<file path="src/rtl/core/slcfr_pkg.sv">
// ----------------------------------------------------------------------------
// slcfr_pkg
// Shared types, codes and the CRC-8 step for the sync/length frame receiver.
// ----------------------------------------------------------------------------
package slcfr_pkg;

  localparam logic [7:0] CRC_POLY = 8'h07;
  localparam logic [7:0] CRC_TOP  = 8'h80;

  localparam int unsigned PREFIX_BYTES = 4;
  localparam int unsigned MIN_BODY     = 7;
  localparam int unsigned POS_VERSION  = 4;
  localparam int unsigned POS_SEQ_LO   = 5;
  localparam int unsigned POS_SEQ_HI   = 6;
  localparam int unsigned POS_TYPE_LO  = 7;
  localparam int unsigned POS_TYPE_HI  = 8;
  localparam int unsigned POS_PAYLOAD  = 10;

  localparam logic KIND_PAYLOAD = 1'b0;
  localparam logic KIND_SUMMARY = 1'b1;

  // config register indexes
  localparam logic REG_SYNC    = 1'b0;
  localparam logic REG_VERSION = 1'b1;

  typedef enum logic [1:0] {
    ST_GOOD    = 2'd0,
    ST_CRC     = 2'd1,
    ST_VERSION = 2'd2
  } status_t;

  typedef struct packed {
    logic        kind;
    logic [7:0]  data;
    logic [15:0] seq;
    logic [15:0] mtype;
    logic [7:0]  plen;
    status_t     status;
  } event_t;

  // One byte through CRC-8, MSB first, no reflection.
  function automatic logic [7:0] crc8_byte(input logic [7:0] crc, input logic [7:0] b);
    logic [7:0] c;
    c = crc ^ b;
    for (int k = 0; k < 8; k++) begin
      if ((c & CRC_TOP) != 8'h00) begin
        c = (c << 1) ^ CRC_POLY;
      end else begin
        c = c << 1;
      end
    end
    return c;
  endfunction

endpackage

</file>
<file path="src/rtl/core/slcfr_front.sv">
// ----------------------------------------------------------------------------
// slcfr_front
// Sync hunt over a 3-byte window plus the arriving byte, then header and
// payload tracking with running CRC. Emits one event per request at most.
// ----------------------------------------------------------------------------
module slcfr_front #(
  parameter int unsigned MAX_FRAME_BYTES = 256
) (
  input  logic                clk,
  input  logic                rst,
  input  logic                in_fire,
  input  logic [7:0]          in_byte,
  input  logic [15:0]         sync_word,
  input  logic [7:0]          protocol_version,
  output logic                ev_valid,
  output slcfr_pkg::event_t   ev
);
  import slcfr_pkg::*;

  localparam int unsigned LEN_W = $clog2(MAX_FRAME_BYTES + 1);
  localparam logic [15:0] MAX_BODY = 16'(MAX_FRAME_BYTES - PREFIX_BYTES);

  logic [23:0]      window, window_next;
  logic [1:0]       fill, fill_next;
  logic             in_frame, in_frame_next;
  logic [LEN_W-1:0] frame_total, frame_total_next;
  logic [LEN_W-1:0] pos, pos_next;
  logic [7:0]       crc, crc_next;
  logic [7:0]       version, version_next;
  logic [15:0]      seq, seq_next;
  logic [15:0]      mtype, mtype_next;
  logic [7:0]       plen, plen_next;

  logic [31:0] w;
  logic [15:0] body;
  logic [15:0] body_m7;
  logic        is_last;

  assign w       = {in_byte, window};
  assign body    = w[31:16];
  assign body_m7 = body - 16'(MIN_BODY);
  assign is_last = ({1'b0, pos} + (LEN_W+1)'(1)) >= {1'b0, frame_total};

  always_comb begin
    window_next      = window;
    fill_next        = fill;
    in_frame_next    = in_frame;
    frame_total_next = frame_total;
    pos_next         = pos;
    crc_next         = crc;
    version_next     = version;
    seq_next         = seq;
    mtype_next       = mtype;
    plen_next        = plen;
    ev_valid         = 1'b0;
    ev               = '0;
    ev.seq           = seq;
    ev.mtype         = mtype;
    ev.plen          = plen;
    ev.status        = ST_GOOD;

    if (in_fire) begin
      if (in_frame) begin
        if (is_last) begin
          ev_valid      = 1'b1;
          ev.kind       = KIND_SUMMARY;
          if (in_byte != crc) begin
            ev.status = ST_CRC;
          end else if (version != protocol_version) begin
            ev.status = ST_VERSION;
          end
          in_frame_next = 1'b0;
          fill_next     = 2'd0;
        end else begin
          crc_next = crc8_byte(crc, in_byte);
          pos_next = pos + LEN_W'(1);
          case (pos)
            LEN_W'(POS_VERSION): version_next     = in_byte;
            LEN_W'(POS_SEQ_LO):  seq_next[7:0]    = in_byte;
            LEN_W'(POS_SEQ_HI):  seq_next[15:8]   = in_byte;
            LEN_W'(POS_TYPE_LO): mtype_next[7:0]  = in_byte;
            LEN_W'(POS_TYPE_HI): mtype_next[15:8] = in_byte;
            default: begin
              if (pos >= LEN_W'(POS_PAYLOAD)) begin
                ev_valid = 1'b1;
                ev.kind  = KIND_PAYLOAD;
                ev.data  = in_byte;
              end
            end
          endcase
        end
      end else begin
        case (fill)
          2'd0: begin
            window_next[7:0] = in_byte;
            fill_next        = 2'd1;
          end
          2'd1: begin
            window_next[15:8] = in_byte;
            fill_next         = 2'd2;
          end
          2'd2: begin
            window_next[23:16] = in_byte;
            fill_next          = 2'd3;
          end
          default: begin
            if (w[15:0] != sync_word || body < 16'(MIN_BODY)) begin
              // slide by one byte and keep hunting
              window_next = w[31:8];
              fill_next   = 2'd3;
            end else if (body > MAX_BODY) begin
              fill_next = 2'd0;
            end else begin
              crc_next         = crc8_byte(crc8_byte(crc8_byte(crc8_byte(8'h00, w[7:0]),
                                   w[15:8]), w[23:16]), w[31:24]);
              frame_total_next = LEN_W'(body) + LEN_W'(PREFIX_BYTES);
              pos_next         = LEN_W'(PREFIX_BYTES);
              plen_next        = (body_m7 > 16'd255) ? 8'd255 : body_m7[7:0];
              in_frame_next    = 1'b1;
              fill_next        = 2'd0;
            end
          end
        endcase
      end
    end
  end

  always_ff @(posedge clk) begin
    if (rst) begin
      fill     <= 2'd0;
      in_frame <= 1'b0;
    end else begin
      fill     <= fill_next;
      in_frame <= in_frame_next;
    end
    window      <= window_next;
    frame_total <= frame_total_next;
    pos         <= pos_next;
    crc         <= crc_next;
    version     <= version_next;
    seq         <= seq_next;
    mtype       <= mtype_next;
    plen        <= plen_next;
  end

  a_pos_in_range: assert property (@(posedge clk) disable iff (rst)
    in_frame |-> pos < frame_total)
    else $error("frame position past frame length");

  a_min_frame: assert property (@(posedge clk) disable iff (rst)
    in_frame |-> frame_total >= LEN_W'(PREFIX_BYTES + MIN_BODY))
    else $error("frame shorter than header");

  a_last_ends: assert property (@(posedge clk) disable iff (rst)
    (in_fire && in_frame && is_last) |=> (!in_frame && fill == 2'd0))
    else $error("frame did not close after final byte");

endmodule

</file>
<file path="src/rtl/core/slcfr_queue.sv">
// ----------------------------------------------------------------------------
// slcfr_queue
// Two-entry event queue between the deframer and the output channel.
// ----------------------------------------------------------------------------
module slcfr_queue (
  input  logic              clk,
  input  logic              rst,
  input  logic              push,
  input  slcfr_pkg::event_t push_ev,
  output logic              full,
  output logic              out_valid,
  input  logic              out_ready,
  output slcfr_pkg::event_t head
);
  import slcfr_pkg::*;

  event_t     slots [2];
  logic       wr_ptr, rd_ptr;
  logic [1:0] count;
  logic       pop;

  assign full      = (count == 2'd2);
  assign out_valid = (count != 2'd0);
  assign pop       = out_valid && out_ready;
  assign head      = slots[rd_ptr];

  always_ff @(posedge clk) begin
    if (rst) begin
      wr_ptr <= 1'b0;
      rd_ptr <= 1'b0;
      count  <= 2'd0;
    end else begin
      if (push) begin
        wr_ptr <= ~wr_ptr;
      end
      if (pop) begin
        rd_ptr <= ~rd_ptr;
      end
      count <= count + {1'b0, push} - {1'b0, pop};
    end
    if (push) begin
      slots[wr_ptr] <= push_ev;
    end
  end

  a_no_overflow: assert property (@(posedge clk) disable iff (rst)
    push |-> !full)
    else $error("push into full queue");

  a_count_range: assert property (@(posedge clk) disable iff (rst)
    count <= 2'd2)
    else $error("queue count out of range");

  a_ptr_track: assert property (@(posedge clk) disable iff (rst)
    (count == 2'd0 || count == 2'd2) |-> (wr_ptr == rd_ptr))
    else $error("queue pointers disagree with count");

endmodule

</file>
<file path="src/rtl/core/sync_length_crc8_frame_receiver.sv">
// ----------------------------------------------------------------------------
// sync_length_crc8_frame_receiver
// Deframes length-prefixed frames with sync word and CRC-8 check; emits
// each payload byte and a summary with status per frame.
//
//   channel  signals                                   dir  payload
//   rx       rx_valid / rx_ready                       in   rx_byte
//   out      out_valid / out_ready                     out  event_kind .. frame_status
//   cfg      cfg_valid / cfg_ready                     in   cfg_index, cfg_data
//
// One received byte per cycle; at most one event per byte. The event is
// written into the queue by the clock edge that accepts its byte, and the
// output is driven from that registered queue entry.
// A two-entry queue separates the deframer from the output; rx_ready drops
// only when that queue is full. cfg_ready is always high.
// Synchronous reset clears the hunt, frame state and both registers.
// ----------------------------------------------------------------------------
module sync_length_crc8_frame_receiver #(
  parameter int unsigned MAX_FRAME_BYTES = 256
) (
  input  logic        clk,
  input  logic        rst,
  input  logic        rx_valid,
  output logic        rx_ready,
  input  logic [7:0]  rx_byte,
  output logic        out_valid,
  input  logic        out_ready,
  output logic        event_kind,
  output logic [7:0]  payload_byte,
  output logic [15:0] seq_number,
  output logic [15:0] msg_type,
  output logic [7:0]  payload_size,
  output logic [1:0]  frame_status,
  input  logic        cfg_valid,
  output logic        cfg_ready,
  input  logic        cfg_index,
  input  logic [15:0] cfg_data
);
  import slcfr_pkg::*;

  logic [15:0] sync_word;
  logic [7:0]  protocol_version;
  logic        in_fire;
  logic        ev_valid;
  event_t      ev;
  logic        q_full;
  event_t      head;

  assign cfg_ready = 1'b1;
  assign rx_ready  = !q_full;
  assign in_fire   = rx_valid && rx_ready;

  always_ff @(posedge clk) begin
    if (rst) begin
      sync_word        <= 16'h0000;
      protocol_version <= 8'h00;
    end else if (cfg_valid && cfg_ready) begin
      case (cfg_index)
        REG_SYNC:    sync_word        <= cfg_data;
        REG_VERSION: protocol_version <= cfg_data[7:0];
        default: ;
      endcase
    end
  end

  slcfr_front #(
    .MAX_FRAME_BYTES(MAX_FRAME_BYTES)
  ) u_front (
    .clk             (clk),
    .rst             (rst),
    .in_fire         (in_fire),
    .in_byte         (rx_byte),
    .sync_word       (sync_word),
    .protocol_version(protocol_version),
    .ev_valid        (ev_valid),
    .ev              (ev)
  );

  slcfr_queue u_queue (
    .clk      (clk),
    .rst      (rst),
    .push     (ev_valid),
    .push_ev  (ev),
    .full     (q_full),
    .out_valid(out_valid),
    .out_ready(out_ready),
    .head     (head)
  );

  assign event_kind   = head.kind;
  assign payload_byte = head.data;
  assign seq_number   = head.seq;
  assign msg_type     = head.mtype;
  assign payload_size = head.plen;
  assign frame_status = head.status;

endmodule
</file>
<file path="config.mk">
export PLATFORM = sky130hd
export DESIGN_NAME = sync_length_crc8_frame_receiver
export DESIGN_NICKNAME = d
export VERILOG_FILES = /design/src/rtl/core/slcfr_pkg.sv /design/src/rtl/core/slcfr_front.sv /design/src/rtl/core/slcfr_queue.sv /design/src/rtl/core/sync_length_crc8_frame_receiver.sv
export SDC_FILE = /design/constraint.sdc
export NUM_CORES = 1
export LEC_CHECK = 0
export BUFFER_PORTS_ARGS = -buffer_cell sky130_fd_sc_hd__clkbuf_2
export CAP_MARGIN = 30
export CELL_PAD_IN_SITES_DETAIL_PLACEMENT = 0
export CELL_PAD_IN_SITES_GLOBAL_PLACEMENT = 1
export CORE_MARGIN = 10
export CORE_UTILIZATION = 30
export CTS_CLUSTER_DIAMETER = 40
export DETAILED_ROUTE_END_ITERATION = 8
export GPL_ROUTABILITY_DRIVEN = 0
export GPL_TIMING_DRIVEN = 0
export HOLD_SLACK_MARGIN = 0.02
export PLACE_DENSITY_LB_ADDON = 0.1
export SLEW_MARGIN = 20
export SYNTH_ARGS = -nofsm -noshare
export SYNTH_HDL_FRONTEND = slang
export SYNTH_HIERARCHICAL = 1
export SYNTH_SLANG_ARGS = --single-unit
export TNS_END_PERCENT = 5
</file>
<file path="constraint.sdc">
create_clock -name clk -period 8.5 [get_ports clk]
set_clock_uncertainty 0.05 [all_clocks]
set_input_delay 0.85 -clock clk [delete_from_list [all_inputs] [get_ports clk]]
set_output_delay 0.85 -clock clk [all_outputs]
set_load 0.02 [all_outputs]
</file>
==> flow_metrics.py, run 1 <==
metrics = {
    "status": {
        "status": "completed",
    },
    "worst_setup_path": {
        "rrSetupSlack_ns": 4.58,
        "crit_family": "compound AO/OA/AOI/OAI gates",
        "r2r_end": "u_queue/slots[0][9]$_DFFE_PP_",
        "critPathBufInv": 3,
        "setup.worst_path.start_class": "register",
        "crit_chain": "inv_1 > ha_1 > ha_1 > a21o_1 > a21o_1 > a21oi_1 > nor2b_1 > o211ai_1 > a22o_1 > a21oi_1 > nor2b_4 > buf_16 > buf_12",
        "reg2reg_depth": 13,
        "critical-path-max-stage-delay_ns": 0.54,
        "cp.depth": 13,
        "cp.arrival_ns": 4.08,
        "worstPathRequired_ns": 8.66,
        "worstSetupPathType": "register to register",
        "crit_fanout": 25,
        "end_kind": "register",
        "cp_slowest_cell": "nor2b_4",
        "reg2reg_from": "u_front/pos[0]$_SDFFCE_PN0P_",
    },
    "floorplan": {
        "rows": 69,
        "initial_core_util_pct": 30.5,
        "die_width_um": 211,
        "ios": 84,
        "coreArea_sq_um": 35700,
        "die_h_um": 211,
        "dieArea_sq_um": 44400,
    },
    "cts": {
        "postCtsSetupBuffers": 0,
        "numCtsBuffers": 39,
        "cts-root-buf": "clkbuf_16",
        "ctsResizeCount": 0,
        "clock_latency_ns": 0.52,
        "tritoncts": "built",
        "ctsHoldBuffers": 0,
        "cts.sinks": 232,
        "cts_max_path_buffers": 3,
        "path_clk_slew_ns": 0.05,
        "htreeDepth": 2,
    },
    "synth": {
        "synth_flop_cell": "edfxtp_1",
        "syn_area_per_cell_sq_um": 14.6,
        "netlist_area_sq_um": 10900,
        "ys_seq_elements": 232,
        "ys_types": 50,
        "synth_async_sr_flop_share_pct": 0,
        "synth_seq_area_share_pct": 60.9,
        "syn-num-nets": 806,
        "synthCells": 750,
        "ys_warn_count": 6,
        "synth_edf_count": 200,
    },
    "routing": {
        "via_per_inst": 4.47,
        "wl_um": 25700,
        "ant_nets": 0,
        "dr.pass1.iters": 4,
        "drcViolationCount": 0,
        "wl_per_cell_um": 18.8,
        "vias": 6112,
        "drt_iter0_markers": 285,
    },
    "global_routing": {
        "gr-total-overflow": 0,
        "grt_use_met2_pct": 20.4,
        "antenna_found_initial": 1,
        "grt_pass1_vias": 6585,
        "met3_usage_pct": 2.91,
        "grt.busiest_layer": "met2",
        "grt_max_degree": 52,
        "grt_usage_pct": 11.6,
        "grt.met1_usage_pct": 13.3,
        "grt_pass1_wl_um": 39100,
    },
    "place": {
        "dp_hpwl_um": 18100,
        "port_buffers": 80,
        "dp_slack_ns": 4.25,
    },
    "timing": {
        "timing.fmax_mhz": 255,
        "hold_violations": 0,
        "slew-limit-headroom_pct": 36.1,
        "finalMaxSlewViolations": 0,
        "final.period_utilization_pct": 46.1,
        "final-setup-viol-count": 0,
        "fin_ws_ns": 4.58,
        "tns_ns": 0,
        "tightest_slew_ns": 0.952,
        "fin_crit_ns": 3.92,
        "rsz0062_at_grt": "no",
    },
    "power": {
        "total_power_mw": 4.37,
        "powerDensity_nw_per_um2": 328,
        "peakVddDrop_mv": 0.196,
        "p_leak_nw": 4.95,
    },
    "hold_path": {
        "hp-class": "register to register",
        "hold_depth": 0,
        "min_to": "u_queue/slots[1][9]$_DFFE_PP_",
        "hold_start": "u_front/plen[7]$_SDFFCE_PN1P_",
    },
    "layout": {
        "fin_nets": 933,
        "syn2layout_area_growth_pct": 22.0,
        "antenna_cells": 0,
        "drive_gt1_share_pct": 27.7,
    },
    "run": {
        "drv_cap": 0,
    },
}
-- cells by family (layout without fill, tap and decap cells) --
| family | after synthesis | after routing | synth area share [%] |
|---|---|---|---|
| flip-flops | 232 | 232 | 60.9 |
| AO/OA/AOI/OAI | 44 | 44 | 2.30 |
| other | 1 | 1 | 0.0344 |
| AND/OR/NAND/NOR | 171 | 171 | 8.70 |
| adder cells (fa/ha/maj) | 26 | 26 | 2.98 |
| XOR/XNOR | 140 | 140 | 12.1 |
| multiplexers | 82 | 82 | 9.99 |
| buffers and inverters | 54 | 211 | 2.97 |
-- worst max-delay path by stage --
stage | start | to | slack (ns)
final | u_front/pos[0]$_SDFFCE_PN0P_ | u_queue/slots[0][9]$_DFFE_PP_ | 4.58
after global routing | u_front/pos[0]$_SDFFCE_PN0P_ | u_queue/slots[0][9]$_DFFE_PP_ | 4.32
after CTS | u_front/pos[0]$_SDFFCE_PN0P_ | u_queue/slots[0][7]$_DFFE_PP_ | 4.51
after detailed placement | rx_byte[0] | u_front/pos[4]$_SDFFCE_PN0P_ | 4.25
after global placement | u_front/pos[0]$_SDFFCE_PN0P_ | u_queue/slots[0][7]$_DFFE_PP_ | 1.69
after floorplan | u_front/pos[0]$_SDFFCE_PN0P_ | u_queue/slots[0][0]$_DFFE_PP_ | 3.61
-- metal layers --
layer / vias up / wire, um
met5: - / 0
met2: 138 / 12800
li1: 2942 / -
met4: 0 / 704
met1: 2981 / 10800
met3: 51 / 1400
-- per-stage QoR --
stage,utilization [%],hold slack (ns),instances,cell area [sq um]
6_report,37.3,0.372,1368,13300
5_1_grt,37.3,0.383,1368,13300
4_1_cts,37.2,0.368,1367,13300
3_5_place_dp,33.5,0.380,1296,12000
3_3_place_gp,33.3,0.372,1291,11900
2_1_floorplan,-,0.371,750,10900
-- cell usage in the layout, fill, tap and decap left out, types with 3 or more instances in the layout --
cell and count:
mux2_4 50, a21oi_1 9, nor2_1 23, xnor2_2 7
nor3_1 10, edfxtp_1 200, nor4_1 6, or3_1 3
xnor2_1 87, clkbuf_1 16, inv_6 7, and3_1 3
clkbuf_16 42, nor2b_1 4, o21ai_0 12, clkinvlp_4 4
mux2_2 15, and2_1 19, clkinv_1 3, buf_6 4
clkinv_2 4, inv_1 25, clkbuf_2 80, nand2b_1 34
ha_1 26, nand4_1 3, xor2_1 42, o21ai_1 11
nand3_1 11, mux2i_1 17, buf_12 6, buf_2 7
nand2_1 35, dfxtp_1 32, nand4bb_1 8, nor4_2 3
-- synth_stat cells (2+ instances only) --
library cell	n	area, sq um
a21o_1	2	15.0
a21oi_1	9	45.0
a31oi_1	2	12.5
and2_1	20	125
and3_1	3	18.8
buf_12	5	100
buf_2	5	25.0
buf_6	4	45.0
clkbuf_1	14	52.6
dfxtp_1	32	641
edfxtp_1	200	6010
ha_1	26	325
inv_1	25	93.8
mux2_2	15	169
mux2_4	50	751
mux2i_1	17	170
nand2_1	35	131
nand2b_1	34	213
nand3_1	11	55.1
nand4_1	3	18.8
nand4bb_1	8	90.1
nor2_1	23	86.3
nor2b_1	5	31.3
nor3_1	10	50.1
nor4_1	9	56.3
o21ai_0	12	60.1
o21ai_1	11	55.1
or2_2	2	12.5
or3_1	3	18.8
xnor2_1	87	762
xnor2_2	7	114
xor2_1	42	368
xor2_2	2	32.5
-- sequential cells by signal, summed over array words and instances (netlist names), named ones only --
signal	count
sync_word	16
protocol_version	8
u_front/window	24
u_queue/count	2
u_front/in_frame	1
u_front/crc	8
u_queue/slots	102
u_front/frame_total	9
u_front/seq	16
u_front/mtype	16
u_queue/wr_ptr	1
u_front/pos	9
u_front/plen	8
u_front/version	8
u_queue/rd_ptr	1
u_front/fill	2
-- report_power, final --
| part | switching (mW) | internal (mW) |
|---|---|---|
| clock network | 0.571 | 0.990 |
| registers | 0.0359 | 1.37 |
| logic | 0.718 | 0.683 |
| total | 1.32 | 3.04 |
-- cell type report --
| class | instances | area (sq um) |
|---|---|---|
| well taps | 461 | 577 |
| clock inverters | 25 | 239 |
| flip-flops and latches | 232 | 6650 |
| plain buffers | 29 | 230 |
| fillers | 3439 | 22400 |
| inverters | 25 | 93.8 |
| repair buffers | 86 | 473 |
| multi-input cells | 464 | 3970 |
| clock buffers | 46 | 1090 |
-- worst register-to-register path, delay by kind of cell, from the launching register on --
| kind | cells | cell delay, ns |
|---|---|---|
| AOI/OAI and AO/OA | 6 | 1.21 |
| adders and majority gates | 2 | 0.66 |
| and+or+nand+nor | 2 | 0.65 |
| buffers and inverters | 3 | 0.53 |
| DFF | 1 | 0.49 |
Note: power is estimated with default switching activity, not from simulation.
==> inputs of run 2 (changes only) <==
ABC_AREA = 1   (was unset)
clock period = 3.7 ns   (was 8.5 ns; I/O delays follow)
==> run 2 against run 1 <==
Net effect:
- maximum frequency grew 16%
- synthesized cell count grew 47%
- area after synthesis grew 7.7%
- flip-flop and latch count is the same
- critical endpoint is now u_queue/slots[0][16]$_DFFE_PP_
- sequential share of layout area shrank 3.6 points
- utilization shrank 0.21 points
- routed wire length grew 19%
- largest cell class unchanged
- critical path type unchanged
- largest power group unchanged
==> flow_metrics.py, run 2 <==
metrics = {
    "status": {
        "status": "completed",
    },
    "power": {
        "p_leak_nw": 5.95,
        "powerDensity_nw_per_um2": 604,
        "peakVddDrop_mv": 0.274,
    },
    "hold_path": {
        "hp-class": "input port to register",
        "hold_start": "cfg_data[2]",
        "hold_depth": 3,
        "min_to": "protocol_version[2]$_SDFFE_PP0P_",
    },
    "global_routing": {
        "grt_pass1_vias": 8153,
        "grt_use_met2_pct": 22.0,
        "grt_pass1_wl_um": 47200,
        "met3_usage_pct": 2.25,
        "grt.met1_usage_pct": 16.4,
        "grt_usage_pct": 12.8,
        "grt.busiest_layer": "met2",
        "antenna_found_initial": 0,
        "gr-total-overflow": 0,
        "grt_max_degree": 53,
    },
    "worst_setup_path": {
        "reg2reg_from": "u_front/pos[1]$_SDFFCE_PN0P_",
        "crit_fanout": 14,
        "r2r_end": "u_queue/slots[0][16]$_DFFE_PP_",
        "crit_start": "u_front/pos[1]$_SDFFCE_PN0P_",
        "cp_slowest_cell": "edfxtp_1",
        "end_kind": "register",
        "cp.arrival_ns": 3.54,
        "rrSetupSlack_ns": 0.33,
        "critical-path-max-stage-delay_ns": 0.40,
        "setup.worst_path.start_class": "register",
        "worstPathRequired_ns": 3.87,
        "reg2reg_depth": 20,
        "worstSetupPathType": "register to register",
        "crit_top_cell": "inv_1",
        "crit_chain": "inv_1 > nor3_4 > nand3_2 > xor2_2 > inv_1 > ha_1 > nand2_1 > o21ai_0 > a21oi_1 > o21ai_0 > nand2_1 > nand3_1 > inv_1 > nor2_4 > inv_1 > o21ai_2 > inv_1 > nor2_4 > buf_12 > buf_16",
    },
    "timing": {
        "fin_crit_ns": 3.37,
        "slew-limit-headroom_pct": 42.8,
        "final-setup-viol-count": 0,
        "hold_violations": 0,
        "final.period_utilization_pct": 91.2,
        "whs_ns": 0.0851,
        "tightest_slew_ns": 0.857,
        "fin_ws_ns": 0.327,
        "timing.fmax_mhz": 296,
        "rsz0062_at_grt": "yes",
        "finalMaxSlewViolations": 0,
    },
    "floorplan": {
        "die_width_um": 218,
        "dieArea_sq_um": 47500,
        "ios": 84,
        "die_h_um": 218,
        "rows": 72,
        "initial_core_util_pct": 30.3,
        "coreArea_sq_um": 38700,
    },
    "synth": {
        "synth.top_cell.area_share_pct": 51.1,
        "synth_seq_area_share_pct": 56.5,
        "synth_async_sr_flop_share_pct": 0,
        "syn_area_per_cell_sq_um": 10.6,
        "ys_warn_count": 6,
        "ys_seq_elements": 232,
        "synth_flop_cell": "edfxtp_1",
        "syn-num-nets": 1161,
        "synth_top_cell_by_area": "edfxtp_1",
        "synth_edf_count": 200,
        "synth_common_cells": "244 x nand2_1, 200 x edfxtp_1, 117 x inv_1, 93 x nand3_1, 73 x nor2_1",
        "synthCells": 1105,
        "netlist_area_sq_um": 11800,
        "yosys-top-cells-area": "edfxtp_1 51%, nand2_1 7.8%, mux2_4 6.4%",
        "synth.most_common_cell": "nand2_1",
        "ys_types": 39,
    },
    "layout": {
        "multiInputGateArea_sq_um": 4450,
        "largest_register": "u_queue/slots",
        "largest_reg_flops": 102,
        "antenna_cells": 0,
        "syn2layout_area_growth_pct": 22.1,
        "layout_commonest_cell": "nand2_1",
        "seq_area_sq_um": 6650,
        "drive_gt1_share_pct": 25.4,
        "reg_top3": "u_queue/slots: 102 flops, u_front/window: 24 flops",
        "n_fill_cell": 3882,
        "fin_nets": 1297,
        "layout_common_cells": "243 x nand2_1, 200 x edfxtp_1, 116 x inv_1",
    },
    "cts": {
        "path_clk_slew_ns": 0.06,
        "tritoncts": "built",
        "cts-root-buf": "clkbuf_16",
        "htreeDepth": 2,
        "numCtsBuffers": 35,
        "cts_max_path_buffers": 3,
        "cts.sinks": 232,
        "ctsHoldBuffers": 0,
        "clock_latency_ns": 0.50,
    },
    "run": {
        "drv_cap": 0,
    },
    "routing": {
        "drcViolationCount": 0,
        "vias": 7850,
        "wl_um": 30500,
        "dr.pass1.iters": 5,
        "drt_iter0_markers": 339,
        "ant_nets": 0,
        "via_per_inst": 4.40,
        "wl_per_cell_um": 17.1,
    },
    "place": {
        "dp_hpwl_um": 22600,
        "dp_slack_ns": -0.620,
        "port_buffers": 81,
    },
}
run 2: changes by cell type in the layout (fill, tap and decap cells not counted), moves of 19 or more:
cell,change
nand3_1,+80
nand2_1,+208
nand2b_1,-34
inv_1,+91
xnor2_1,-47
and2_1,-19
nand2_2,+26
nor2_1,+45
run 2: worst max-delay path by stage:
stage,end,slack (ns),depth (start not counted)
after floorplan,u_front/crc[0]$_DFFE_PP_,-0.41,14
after global placement,u_front/crc[5]$_DFFE_PP_,-2.15,10
after detailed placement,u_queue/slots[0][12]$_DFFE_PP_,-0.62,20
after CTS,u_front/seq[5]$_DFFE_PP_,-0.09,16
after global routing,u_queue/slots[0][44]$_DFFE_PP_,-0.02,20
final,u_queue/slots[0][16]$_DFFE_PP_,0.33,20
run 2: metrics by stage:
stage / power (mW) / instance area (sq um) / instances / TNS (ns) / util [%]
2_1_floorplan: 4.84 / 11800 / 1105 / -13.19 / -
3_3_place_gp: 5.40 / 12800 / 1704 / -213.95 / 33.1
3_5_place_dp: 5.42 / 12900 / 1712 / -52.09 / 33.4
4_1_cts: 8.80 / 14200 / 1775 / -1.24 / 36.6
5_1_grt: 9.24 / 14400 / 1784 / -0.170 / 37.0
6_report: 8.67 / 14400 / 1784 / 0 / 37.0
run 2: worst max-delay path: cells and delay by family, from the launching register on:
family	cells	cell delay (ns)
XOR/XNOR	1	0.17
buffers and inverters	7	0.81
flip-flops	1	0.40
AO/OA/AOI/OAI	4	0.49
AND/OR/NAND/NOR	7	0.88
adder cells (fa/ha/maj)	1	0.29
run 2: final cells by class:
type	instances	share of cell area (%)
sequential	232	46.3
timing repair buffer	99	4.31
tap	518	4.52
multi-input combinational	712	31.0
clock buffer	44	6.78
clock inverter	18	1.53
inverter	130	3.62
buffer	31	1.90
run 2: logic make-up (layout without fill, tap and decap cells):
kind of cell / after synthesis / after routing / synth area share (%)
compound gates: 48 / 48 / 2.14
xor+xnor: 70 / 70 / 5.22
fa+ha+maj: 26 / 26 / 2.77
buf+inv: 161 / 322 / 6.48
flops: 232 / 232 / 56.5
mux: 51 / 51 / 6.48
other cells: 1 / 1 / 0.0319
simple gates: 516 / 516 / 20.3
run 2: repair_timing:
| item | CTS | global route |
|---|---|---|
| buffers inserted | 1 | 8 |
| cloned | 0 | 1 |
| resized for setup | 10 | 17 |
| pin swaps | 1 | 1 |
| setup endpoints to repair | 137 | 172 |
run 2: per-layer routing:
| metal | vias up | routed length, um |
|---|---|---|
| met5 | - | 0 |
| met4 | 0 | 545 |
| met3 | 45 | 1270 |
| met2 | 133 | 14800 |
| met1 | 3710 | 13800 |
| li1 | 3962 | - |
run 2: power by group:
group          internal, mW  total [mW]  switching [mW]
clock network          2.15        3.33            1.18
registers              2.96        3.02          0.0633
logic                 0.808        2.32            1.51
